**src/rtl/pwvc_pkg.sv**
```systemverilog
// shared types, constants and helpers for the pulse width voice command sender
// no dependencies; imported by every rtl file of the block
package pwvc_pkg;

   // frame store depth and derived widths
   localparam int FRAME_BYTES = 4;
   localparam int BYTE_W      = (FRAME_BYTES > 1) ? $clog2(FRAME_BYTES) : 1;
   localparam int LEN_W       = $clog2(FRAME_BYTES + 1);
   localparam int FULL_LEN    = (FRAME_BYTES < 4) ? FRAME_BYTES : 4;

   // frame byte codes
   localparam logic [7:0] BYTE_HEAD   = 8'h0A;
   localparam logic [7:0] BYTE_PLAY   = 8'h0B;
   localparam logic [7:0] BYTE_VOLUME = 8'h0C;
   localparam logic [7:0] BYTE_STOP   = 8'h12;
   localparam logic [7:0] VOLUME_MAX  = 8'd30;

   // register indexes and reset values
   localparam logic [7:0] REG_START_HIGH = 8'd0;
   localparam logic [7:0] REG_START_LOW  = 8'd1;
   localparam logic [7:0] REG_LONG       = 8'd2;
   localparam logic [7:0] REG_SHORT      = 8'd3;

   localparam logic [15:0] RST_START_HIGH = 16'd100;
   localparam logic [15:0] RST_START_LOW  = 16'd3200;
   localparam logic [15:0] RST_LONG       = 16'd600;
   localparam logic [15:0] RST_SHORT      = 16'd200;

   typedef enum logic [1:0] {
      ACT_TICK   = 2'd0,
      ACT_PLAY   = 2'd1,
      ACT_STOP   = 2'd2,
      ACT_VOLUME = 2'd3
   } action_type;

   typedef enum logic [1:0] {
      STAT_TICK      = 2'd0,
      STAT_ACCEPTED  = 2'd1,
      STAT_REJ_BUSY  = 2'd2,
      STAT_REJ_RANGE = 2'd3
   } status_type;

   typedef enum logic [1:0] {
      PH_START_HIGH = 2'd0,
      PH_START_LOW  = 2'd1,
      PH_BIT_HIGH   = 2'd2,
      PH_BIT_LOW    = 2'd3
   } phase_type;

   typedef struct packed {
      logic [1:0] action;
      logic [7:0] value;
   } req_type;

   typedef struct packed {
      logic       line_level;
      logic       busy_res;
      logic [1:0] command_status;
   } rsp_type;

   typedef struct packed {
      logic [FRAME_BYTES-1:0][7:0] bytes;
      logic [LEN_W-1:0]            len;
   } frame_type;

   // a zero duration counts as one tick
   function automatic logic [15:0] dur(input logic [15:0] r);
      return (r == 16'd0) ? 16'd1 : r;
   endfunction

   // value / 10 by reciprocal multiply, exact for 8-bit values
   function automatic logic [7:0] div10(input logic [7:0] v);
      logic [15:0] prod;
      prod = 16'(v) * 16'd205;
      return {3'b000, prod[15:11]};
   endfunction

endpackage

```
**src/rtl/pwvc_framer.sv**
```systemverilog
// command framer: builds the byte frame and its length for play, stop and volume
// depends on pwvc_pkg
module pwvc_framer import pwvc_pkg::*; (
   input  logic [1:0] action,
   input  logic [7:0] value,
   output frame_type  frame
);

   logic [7:0]      tens;
   logic [7:0]      units;
   logic [15:0]     tens_x10;
   logic [3:0][7:0] raw;

   // decimal digits of the value
   always_comb begin
      tens     = div10(value);
      tens_x10 = 16'(tens) * 16'd10;
      units    = value - tens_x10[7:0];
   end

   // full four byte frame before the store cut
   always_comb begin
      raw = '0;
      if (action == ACT_STOP) begin
         raw[0] = BYTE_STOP;
      end else begin
         raw[0] = BYTE_HEAD;
         raw[1] = tens;
         raw[2] = units;
         raw[3] = (action == ACT_PLAY) ? BYTE_PLAY : BYTE_VOLUME;
      end
   end

   // fit the frame into the store
   always_comb begin
      for (int i = 0; i < FRAME_BYTES; i++) begin
         frame.bytes[i] = (i < 4) ? raw[2'(i)] : 8'h00;
      end
      frame.len = (action == ACT_STOP) ? LEN_W'(1) : LEN_W'(FULL_LEN);
   end

endmodule

```
**src/rtl/pulse_width_voice_command_sender_core.sv**
```systemverilog
// pulse width voice command sender: one-wire byte frames, lsb first, idle high
// response registered, valid in the cycle after the request is taken; one request per cycle while rsp_stall is low
// the response register is freed by taking the response, so req_stall follows rsp_stall
// synchronous active high reset: line idle, not sending, registers at defaults
// depends on pwvc_pkg and pwvc_framer
module pulse_width_voice_command_sender_core import pwvc_pkg::*; (
   input  logic        clock,
   input  logic        reset,
   input  logic        req_valid,
   output logic        req_stall,
   input  req_type     req_data,
   output logic        rsp_valid,
   input  logic        rsp_stall,
   output rsp_type     rsp_data,
   input  logic        csr_valid,
   output logic        csr_ready,
   input  logic [7:0]  csr_index,
   input  logic [15:0] csr_data
);

   // configuration
   logic [15:0] start_high_ff, start_low_ff, long_ff, short_ff;

   // waveform state
   logic [FRAME_BYTES-1:0][7:0] frame_bytes_ff, frame_bytes_in;
   logic [LEN_W-1:0]            frame_len_ff, frame_len_in;
   logic [BYTE_W-1:0]           byte_pos_ff, byte_pos_in;
   logic [2:0]                  bit_pos_ff, bit_pos_in;
   phase_type                   phase_ff, phase_in;
   logic [15:0]                 ticks_ff, ticks_in;
   logic                        sending_ff, sending_in;

   // response register
   logic    rsp_valid_ff, rsp_valid_in;
   rsp_type rsp_data_ff, rsp_data_in;

   logic       req_fire;
   frame_type  frame;
   logic       level_now;
   logic [15:0] ticks_dec;
   logic [LEN_W-1:0] byte_next;
   logic [2:0] bit_next;
   logic       bit_sel;

   assign csr_ready = 1'b1;
   assign req_stall = rsp_valid_ff & rsp_stall;
   assign req_fire  = req_valid & ~req_stall;
   assign rsp_valid = rsp_valid_ff;
   assign rsp_data  = rsp_data_ff;

   pwvc_framer u_framer (
      .action (req_data.action),
      .value  (req_data.value),
      .frame  (frame)
   );

   // configuration writes
   always_ff @(posedge clock) begin
      if (reset) begin
         start_high_ff <= RST_START_HIGH;
         start_low_ff  <= RST_START_LOW;
         long_ff       <= RST_LONG;
         short_ff      <= RST_SHORT;
      end else if (csr_valid && csr_ready) begin
         case (csr_index)
            REG_START_HIGH: start_high_ff <= csr_data;
            REG_START_LOW:  start_low_ff  <= csr_data;
            REG_LONG:       long_ff       <= csr_data;
            REG_SHORT:      short_ff      <= csr_data;
            default: ;
         endcase
      end
   end

   // line level of the segment in force
   assign level_now = ~sending_ff | (phase_ff == PH_START_HIGH) | (phase_ff == PH_BIT_HIGH);
   assign ticks_dec = (ticks_ff != 16'd0) ? ticks_ff - 16'd1 : 16'd0;
   assign byte_next = LEN_W'(byte_pos_ff) + LEN_W'(1);
   assign bit_next  = (phase_ff == PH_START_LOW) ? 3'd0 :
                      (phase_ff == PH_BIT_LOW)   ? bit_pos_ff + 3'd1 : bit_pos_ff;
   assign bit_sel   = frame_bytes_ff[byte_pos_ff][bit_next];

   // next state and response
   always_comb begin
      frame_bytes_in = frame_bytes_ff;
      frame_len_in   = frame_len_ff;
      byte_pos_in    = byte_pos_ff;
      bit_pos_in     = bit_pos_ff;
      phase_in       = phase_ff;
      ticks_in       = ticks_ff;
      sending_in     = sending_ff;
      rsp_valid_in   = rsp_valid_ff & rsp_stall;
      rsp_data_in    = rsp_data_ff;

      if (req_fire) begin
         rsp_valid_in = 1'b1;
         if (req_data.action == ACT_TICK) begin
            rsp_data_in = '{line_level: level_now, busy_res: sending_ff,
                            command_status: STAT_TICK};
            // waveform step
            if (sending_ff) begin
               ticks_in = ticks_dec;
               if (ticks_dec == 16'd0) begin
                  case (phase_ff)
                     PH_START_HIGH: begin
                        phase_in = PH_START_LOW;
                        ticks_in = dur(start_low_ff);
                     end
                     PH_START_LOW: begin
                        bit_pos_in = 3'd0;
                        phase_in   = PH_BIT_HIGH;
                        ticks_in   = dur(bit_sel ? long_ff : short_ff);
                     end
                     PH_BIT_HIGH: begin
                        phase_in = PH_BIT_LOW;
                        ticks_in = dur(bit_sel ? short_ff : long_ff);
                     end
                     default: begin
                        if (bit_pos_ff != 3'd7) begin
                           bit_pos_in = bit_next;
                           phase_in   = PH_BIT_HIGH;
                           ticks_in   = dur(bit_sel ? long_ff : short_ff);
                        end else begin
                           bit_pos_in = 3'd0;
                           phase_in   = PH_START_HIGH;
                           if (byte_next >= frame_len_ff) begin
                              sending_in  = 1'b0;
                              byte_pos_in = '0;
                              ticks_in    = 16'd0;
                           end else begin
                              byte_pos_in = byte_next[BYTE_W-1:0];
                              ticks_in    = dur(start_high_ff);
                           end
                        end
                     end
                  endcase
               end
            end
         end else if (sending_ff) begin
            rsp_data_in = '{line_level: level_now, busy_res: 1'b1,
                            command_status: STAT_REJ_BUSY};
         end else if (req_data.action == ACT_VOLUME && req_data.value > VOLUME_MAX) begin
            rsp_data_in = '{line_level: level_now, busy_res: 1'b0,
                            command_status: STAT_REJ_RANGE};
         end else begin
            // start a new frame
            frame_bytes_in = frame.bytes;
            frame_len_in   = frame.len;
            byte_pos_in    = '0;
            bit_pos_in     = 3'd0;
            phase_in       = PH_START_HIGH;
            ticks_in       = dur(start_high_ff);
            sending_in     = 1'b1;
            rsp_data_in    = '{line_level: 1'b1, busy_res: 1'b1,
                               command_status: STAT_ACCEPTED};
         end
      end
   end

   // control state
   always_ff @(posedge clock) begin
      if (reset) begin
         frame_len_ff <= '0;
         byte_pos_ff  <= '0;
         bit_pos_ff   <= 3'd0;
         phase_ff     <= PH_START_HIGH;
         ticks_ff     <= 16'd0;
         sending_ff   <= 1'b0;
         rsp_valid_ff <= 1'b0;
      end else begin
         frame_len_ff <= frame_len_in;
         byte_pos_ff  <= byte_pos_in;
         bit_pos_ff   <= bit_pos_in;
         phase_ff     <= phase_in;
         ticks_ff     <= ticks_in;
         sending_ff   <= sending_in;
         rsp_valid_ff <= rsp_valid_in;
      end
   end

   // payload registers
   always_ff @(posedge clock) begin
      frame_bytes_ff <= frame_bytes_in;
      rsp_data_ff    <= rsp_data_in;
   end

endmodule

```
**config.mk**
```make
export PLATFORM = sky130hd
export DESIGN_NAME = pulse_width_voice_command_sender_core
export DESIGN_NICKNAME = d
export VERILOG_FILES = /design/src/rtl/pwvc_pkg.sv /design/src/rtl/pwvc_framer.sv /design/src/rtl/pulse_width_voice_command_sender_core.sv
export SDC_FILE = /design/constraint.sdc
export NUM_CORES = 1
export LEC_CHECK = 0
export ABC_AREA = 1
export BUFFER_PORTS_ARGS = -buffer_cell sky130_fd_sc_hd__clkbuf_2
export CELL_PAD_IN_SITES_DETAIL_PLACEMENT = 1
export CELL_PAD_IN_SITES_GLOBAL_PLACEMENT = 1
export CORE_UTILIZATION = 32
export CTS_CLUSTER_DIAMETER = 40
export DETAILED_ROUTE_END_ITERATION = 7
export GPL_ROUTABILITY_DRIVEN = 0
export PLACE_DENSITY_LB_ADDON = 0.05
export SYNTH_ARGS = -nofsm -noshare
export SYNTH_HDL_FRONTEND = slang
export SYNTH_SLANG_ARGS = --single-unit
```
**constraint.sdc**
```tcl
create_clock -name clock -period 4.2 [get_ports clock]
set_input_delay 0.21 -clock clock [delete_from_list [all_inputs] [get_ports clock]]
set_output_delay 0.21 -clock clock [all_outputs]
set_load 0.03 [all_outputs]
```
== Yosys cells after proc, flatten, opt, wreduce, memory -nomap -nowiden ==
Index checks and enable logic that the tools add are counted.

* Memories: 0
* Bits in registers: 112
* Bits in latches: 0
* RAM bits: 0
* Memory bits (read-only): 0
* Word-level logic and storage cells: 127
* Input bits: 39

* Div/mod/pow operators: 0
* Multiply operators: 1
* Reductions and logical operators: 22
* Multiplexer cells: 55
* Shifts and indexed selects: 0
* Add/subtract/negate cells: 3
* Bitwise operators: 8
* Eq/ne operators: 16
* $lt $le $gt $ge: 4

{| class="wikitable"
|+ Operator list
! operator !! count
|-
| $mux 16 || 14
|-
| $logic_not 16->1 || 5
|-
| $pmux 16 s3 || 1
|-
| $mux 3 || 9
|-
| $mux 2 || 12
|-
| $bmux 8 s2 || 1
|-
| $eq 8x2->1 const B || 2
|-
| $mul 8x8->16 const B || 1
|-
| $reduce_bool 16->1 || 1
|-
| $sub 16x1->16 const B || 1
|-
| $mux 4 || 3
|-
| $mux 1 || 10
|-
| $ne 2x2->1 const B || 5
|-
| $eq 2x2->1 const B || 4
|-
| $eq 8x1->1 const B || 1
|-
| $gt 8x5->1 const B || 1
|-
| $logic_not 8->1 || 1
|-
| $mux 8 || 1
|-
| $reduce_and 2->1 || 4
|-
| $reduce_and 4->1 || 2
|-
| $reduce_and 7->1 || 1
|-
| $pmux 2 s3 || 1
|-
| $pmux 3 s2 || 1
|-
| $reduce_and 6->1 || 1
|-
| 18 further kinds || 26
|}

== Depth between registers and ports, before layout ==
* Word-level depth: 13
* Depth in mapped cells: 22

== Cells and area by module ==
From an unflattened synthesis, not the netlist that was laid out.

* Cells, all modules: 1166
* Area, all modules: 8545.7 um2

{| class="wikitable"
|+ Modules (own cells, without submodules)
! module !! seq. area each (um2) !! area each (um2) !! cells each !! times used
|-
| pulse_width_voice_command_sender_core || 2922.8 || 7034.2 || 975 || 1
|-
| pwvc_framer || 0.0 || 1511.4 || 191 || 1
|}

== Worst setup path after synthesis ==
No wires, ideal clock.

* Path type: input-to-reg
* From: input req_data[1] (netlist name)
* To: register frame_bytes_ff[12] (netlist name) (data pin)
* Setup time: 0.259 ns
* Cell stages on the path: 20
* Buffers on the path: 0
* Data arrival time: 3.501 ns
* Slack: 0.439 ns
* Path through: ha_1 inv_1 fa_1 inv_1 fa_1 inv_1 fa_1 inv_1 ha_1 a21oi_1 o211a_1 nor2_1 nor2_1 o21bai_1 nand2_1 nand2_1 nand2_1 nand2_1 o21ai_0 a21oi_1

* Longest elaborated chain between the ends: 1

{| class="wikitable"
|+ RTL lines
! what !! RTL line !! text
|-
| from (decl) || pulse_width_voice_command_sender_core.sv:11 || <nowiki>input req_type req_data,</nowiki>
|-
| $mul 8x8->16 || pwvc_pkg.sv:74 || <nowiki>prod = 16'(v) * 16'd205;</nowiki>
|-
| to (signal assigned) || pulse_width_voice_command_sender_core.sv:183 || <nowiki>frame_bytes_ff <= frame_bytes_in;</nowiki>
|-
| to (decl) || pulse_width_voice_command_sender_core.sv:25 || <nowiki>logic [FRAME_BYTES-1:0][7:0] frame_bytes_ff, frame_bytes_in;</nowiki>
|}

No other way between the ends.
A chain may end at the register's enable or synchronous reset.

== Final worst setup path ==
Ends and elaborated chain as after synthesis.

==> key figures <==
Finish
  • Number of diodes added for antenna fixing: 0
  • Area Growth Syn to Fin: 9.801%
  • Finished layout cell area: about 0.0079 sq mm
  • Finished Core Util: 35.99%
  • Share of cells above drive strength 1: ~11%
  • Number of nets in the finished design: ~1,100

Drt
  • DRC violations left: 0
  • DR vias: between 6,000 and 7,000
  • Post-detailed-route via-to-cell ratio: 4.991
  • Average routed wire per standard cell: 16.89 um
  • Length of the first detailed-routing pass in iterations: 4
  • Post-route ant nets: 0
  • Initial DRC count: 226
  • Detailed Route WL: 22,230 um

Power
  • Total power consumption of the routed design: around 2.8 mW
  • Worst VDD drop: approximately 0.00019 V
  • Pwr/cell area: 356.8 mW/mm^2
  • Static leakage power: around 3.5 nW

Flow run
  • Max-capacitance violation count: 0

Timing
  • Relative slew slack: roughly a third
  • Share of the clock period used by the worst path after layout: 89.74%
  • Tmin final: 3.769 ns
  • Sum of negative setup slack: 0 ns
  • Transition time at the pin with the least slew margin: 0.9746 ns
  • RSZ-0062 raised after global routing: false
  • Hold violation count in the final report: 0
  • Final number of setup-violating endpoints: 0
  • Setup skew after layout: 0.01341 ns
  • Fmax: 265.3 MHz
  • Final number of max-transition violations: 0

Synthesis
  • Sequential-to-total area share from yosys stat: around 30%
  • Cell with the most instances after synthesis: sky130_fd_sc_hd__nand2_1
  • Count of cell types in the netlist: ~50
  • Share of the synthesized area in the top cell type: between 20 and 30%
  • Proportion of register bits with asynchronous set or reset after synthesis: 0%
  • Average cell area after synthesis: 7.082 sq um
  • Post-synthesis instance total: 1,013
  • Most common library cells after synthesis: sky130_fd_sc_hd__nand2_1, sky130_fd_sc_hd__inv_1, sky130_fd_sc_hd__nor2_1
  • Mapped Nets: ~1,100
  • Most instantiated flip-flop cell in the synthesis netlist: sky130_fd_sc_hd__dfxtp_1
  • #FFs+latches synth: 102
  • Count of yosys warnings during synthesis: 0
  • EDFF count, synth: 11
  • Cell accounting for the most synthesized area: sky130_fd_sc_hd__dfxtp_1
  • Main area contributors after synthesis: sky130_fd_sc_hd__dfxtp_1, sky130_fd_sc_hd__ha_1, sky130_fd_sc_hd__nand2_1, sky130_fd_sc_hd__inv_1, sky130_fd_sc_hd__a21oi_1
  • Netlist area before placement: 0.007174 sq mm

Worst setup path
  • Standard cell with the maximum stage delay on the critical path: sky130_fd_sc_hd__fa_1
  • Most frequent cell on the critical path: sky130_fd_sc_hd__nand2_1
  • Classification of the worst setup path: input port to flop
  • Element type at the critical path end: flop
  • Type of origin of the critical path: input port
  • Worst Path Max Fanout: 4
  • Data required time of the worst path: 4.30 ns
  • Critical path's largest stage delay: 0.53 ns
  • Crit path DAT: 3.87 ns
  • CP Cell Sequence: clkbuf_2, ha_1, inv_1, fa_1, inv_1, fa_1, inv_1, fa_1, inv_1, ha_1, nand2_1, nor2_1, nand2_1, o211a_1, nor2_1, nor2_1, o21bai_1, nand2_1, nand2_1, nand2_1, nand2_1, o21ai_0, a21oi_1

Floorplanning
  • Area of the core: 0.02189 sq mm
  • Die Footprint: around 0.023 sq mm
  • Die Y: ~150 um
  • Initial standard-cell utilization of the core: between 30% and 40%
  • Width of the chip: between 150 and 200 um
  • Number of core rows: 54
  • Number of ports placed on the die boundary: 46

Placement
  • Buffers on Ports: between 40 and 50
  • Half-perimeter wire length after placement: between 15,000 and 20,000 um
  • Area of placed instances: 0.007569 sq mm

Clocking
  • Num Clock Sinks: a little over 100
  • Clock tree from TritonCTS: done
  • Clock slew at reported path FFs: ~0.080 ns
  • Master cell of the clock root buffer: sky130_fd_sc_hd__clkbuf_16
  • Count of instances resized after the clock tree is built: 0
  • Maximum buffer depth of the clock tree: 2
  • H-tree Lvls: 3
  • Number of buffers inserted during clock tree synthesis: 9
  • Post CTS Setup Buffer Count: 0
  • CTS Hold Bufs: 0
  • Insertion delay of the later-clocked pin in the worst-skew pair: roughly 0.36 ns

Global routing
  • Vias in the first global route: roughly 6,600
  • Global-route wire length before repair: roughly 36,000 um
  • All-layer global routing usage: roughly 20%
  • Total gr overflow: 0
  • Pin count of the biggest net entering global routing: 36
  • Initial antenna violation count: 0

Worst hold path
  • Path type of the worst min-delay path: input port to flop

Run status
  • Run status: finished, final reports clean
[routing by layer]
metal	track usage (%)	vias to the layer above	wire length, um
met4	3.861	0	163
li1	-	3425	-
met5	0	-	0
met3	2.635	11	466
met2	30.82	62	9076
met1	30.69	3070	12520
[state kept, by name (all words and copies together) (netlist names)]
| signal | flops |
|---|---|
| long_ff | 16 |
| short_ff | 16 |
| start_high_ff | 16 |
| start_low_ff | 16 |
| ticks_ff | 16 |
| frame_bytes_ff | 7 |
| rsp_data | 4 |
| bit_pos_ff | 3 |
| byte_pos_ff | 2 |
| frame_len_ff | 2 |
| phase_ff | 2 |
| rsp_valid | 1 |
| sending_ff | 1 |
[report_power, final]
group | internal, mW | leakage, nW | switching, mW
registers | 1.03 | 0.839 | 0.0302
clock network | 0.488 | 0.148 | 0.419
logic | 0.284 | 2.51 | 0.564
[logic make-up (layout without fill, tap and decap cells)]
kind of cell             after synthesis  count (layout)  share of synthesized area [%]
adder cells (fa/ha/maj)               68              68                          13.01
AND/OR/NAND/NOR                      412             412                          26.26
AO/OA/AOI/OAI                        246             246                          19.52
other                                  1               1                        0.05227
XOR/XNOR                              10              10                          1.221
flip-flops                           102             102                          30.00
buffers and inverters                174             197                          9.941
[layout by cell type (no fill, tap or decap), types with 5 or more instances in the layout]
cell / netlist / layout
sky130_fd_sc_hd__xor2_1: 8 / 8
sky130_fd_sc_hd__nand3_1: 55 / 55
sky130_fd_sc_hd__a31oi_1: 13 / 13
sky130_fd_sc_hd__inv_1: 118 / 117
sky130_fd_sc_hd__nand4_1: 9 / 9
sky130_fd_sc_hd__nor4_1: 9 / 9
sky130_fd_sc_hd__o21ai_0: 85 / 85
sky130_fd_sc_hd__inv_2: 10 / 11
sky130_fd_sc_hd__o221ai_1: 9 / 9
sky130_fd_sc_hd__o211ai_1: 33 / 33
sky130_fd_sc_hd__dfxtp_1: 91 / 91
sky130_fd_sc_hd__nor2_1: 108 / 108
sky130_fd_sc_hd__nor2_2: 6 / 6
sky130_fd_sc_hd__fa_1: 11 / 11
sky130_fd_sc_hd__nand2_2: 10 / 10
sky130_fd_sc_hd__ha_1: 57 / 57
sky130_fd_sc_hd__edfxtp_1: 11 / 11
sky130_fd_sc_hd__nand3_2: 6 / 6
sky130_fd_sc_hd__o21ai_1: 10 / 10
sky130_fd_sc_hd__buf_4: 4 / 6
sky130_fd_sc_hd__clkbuf_16: 0 / 9
sky130_fd_sc_hd__clkbuf_2: 0 / 44
sky130_fd_sc_hd__nand2_1: 181 / 181
sky130_fd_sc_hd__a21oi_1: 85 / 85
sky130_fd_sc_hd__nor3_1: 5 / 5
[per-stage QoR]
stage / hold WS [ns] / worst slack [ns] / instances
2_1_floorplan: 0.2791 / 0.4393 / 1013
3_3_place_gp: 0.4585 / 0.1059 / 1300
3_5_place_dp: 0.4625 / 0.05139 / 1300
4_1_cts: 0.08370 / 0.4326 / 1316
5_1_grt: 0.09387 / 0.1133 / 1316
6_report: 0.09112 / 0.4307 / 1316
[critical path, delay by kind of cell]
kind / cells / cell delay [ns]
compound gates: 4 / 0.49
buf+inv: 5 / 0.33
simple gates: 9 / 0.65
fa+ha+maj: 5 / 2.19
[worst paths after layout]
check | start | endpoint | slack, ns | depth (start not counted)
worst max-delay path | req_data[1] | frame_bytes_ff[12] | 0.43 | 23
worst min register to register | short_ff[14] | short_ff[14] | 0.47 | 2
worst max register to register | phase_ff[1] | ticks_ff[0] | 1.03 | 21
worst min-delay path | rsp_stall | rsp_valid | 0.09 | 3
[area by class of cell]
| type | instances | area [sq um] |
|---|---|---|
| well taps | 280 | 350.3 |
| clock buffers | 11 | 242.7 |
| multi-input cells | 737 | 4309 |
| fillers | 2818 | 14010 |
| repair buffers | 50 | 265.3 |
| clock inverters | 5 | 66.31 |
| inverters | 131 | 491.7 |
| flip-flops and latches | 102 | 2152 |
(Power assumes the default switching activity.)
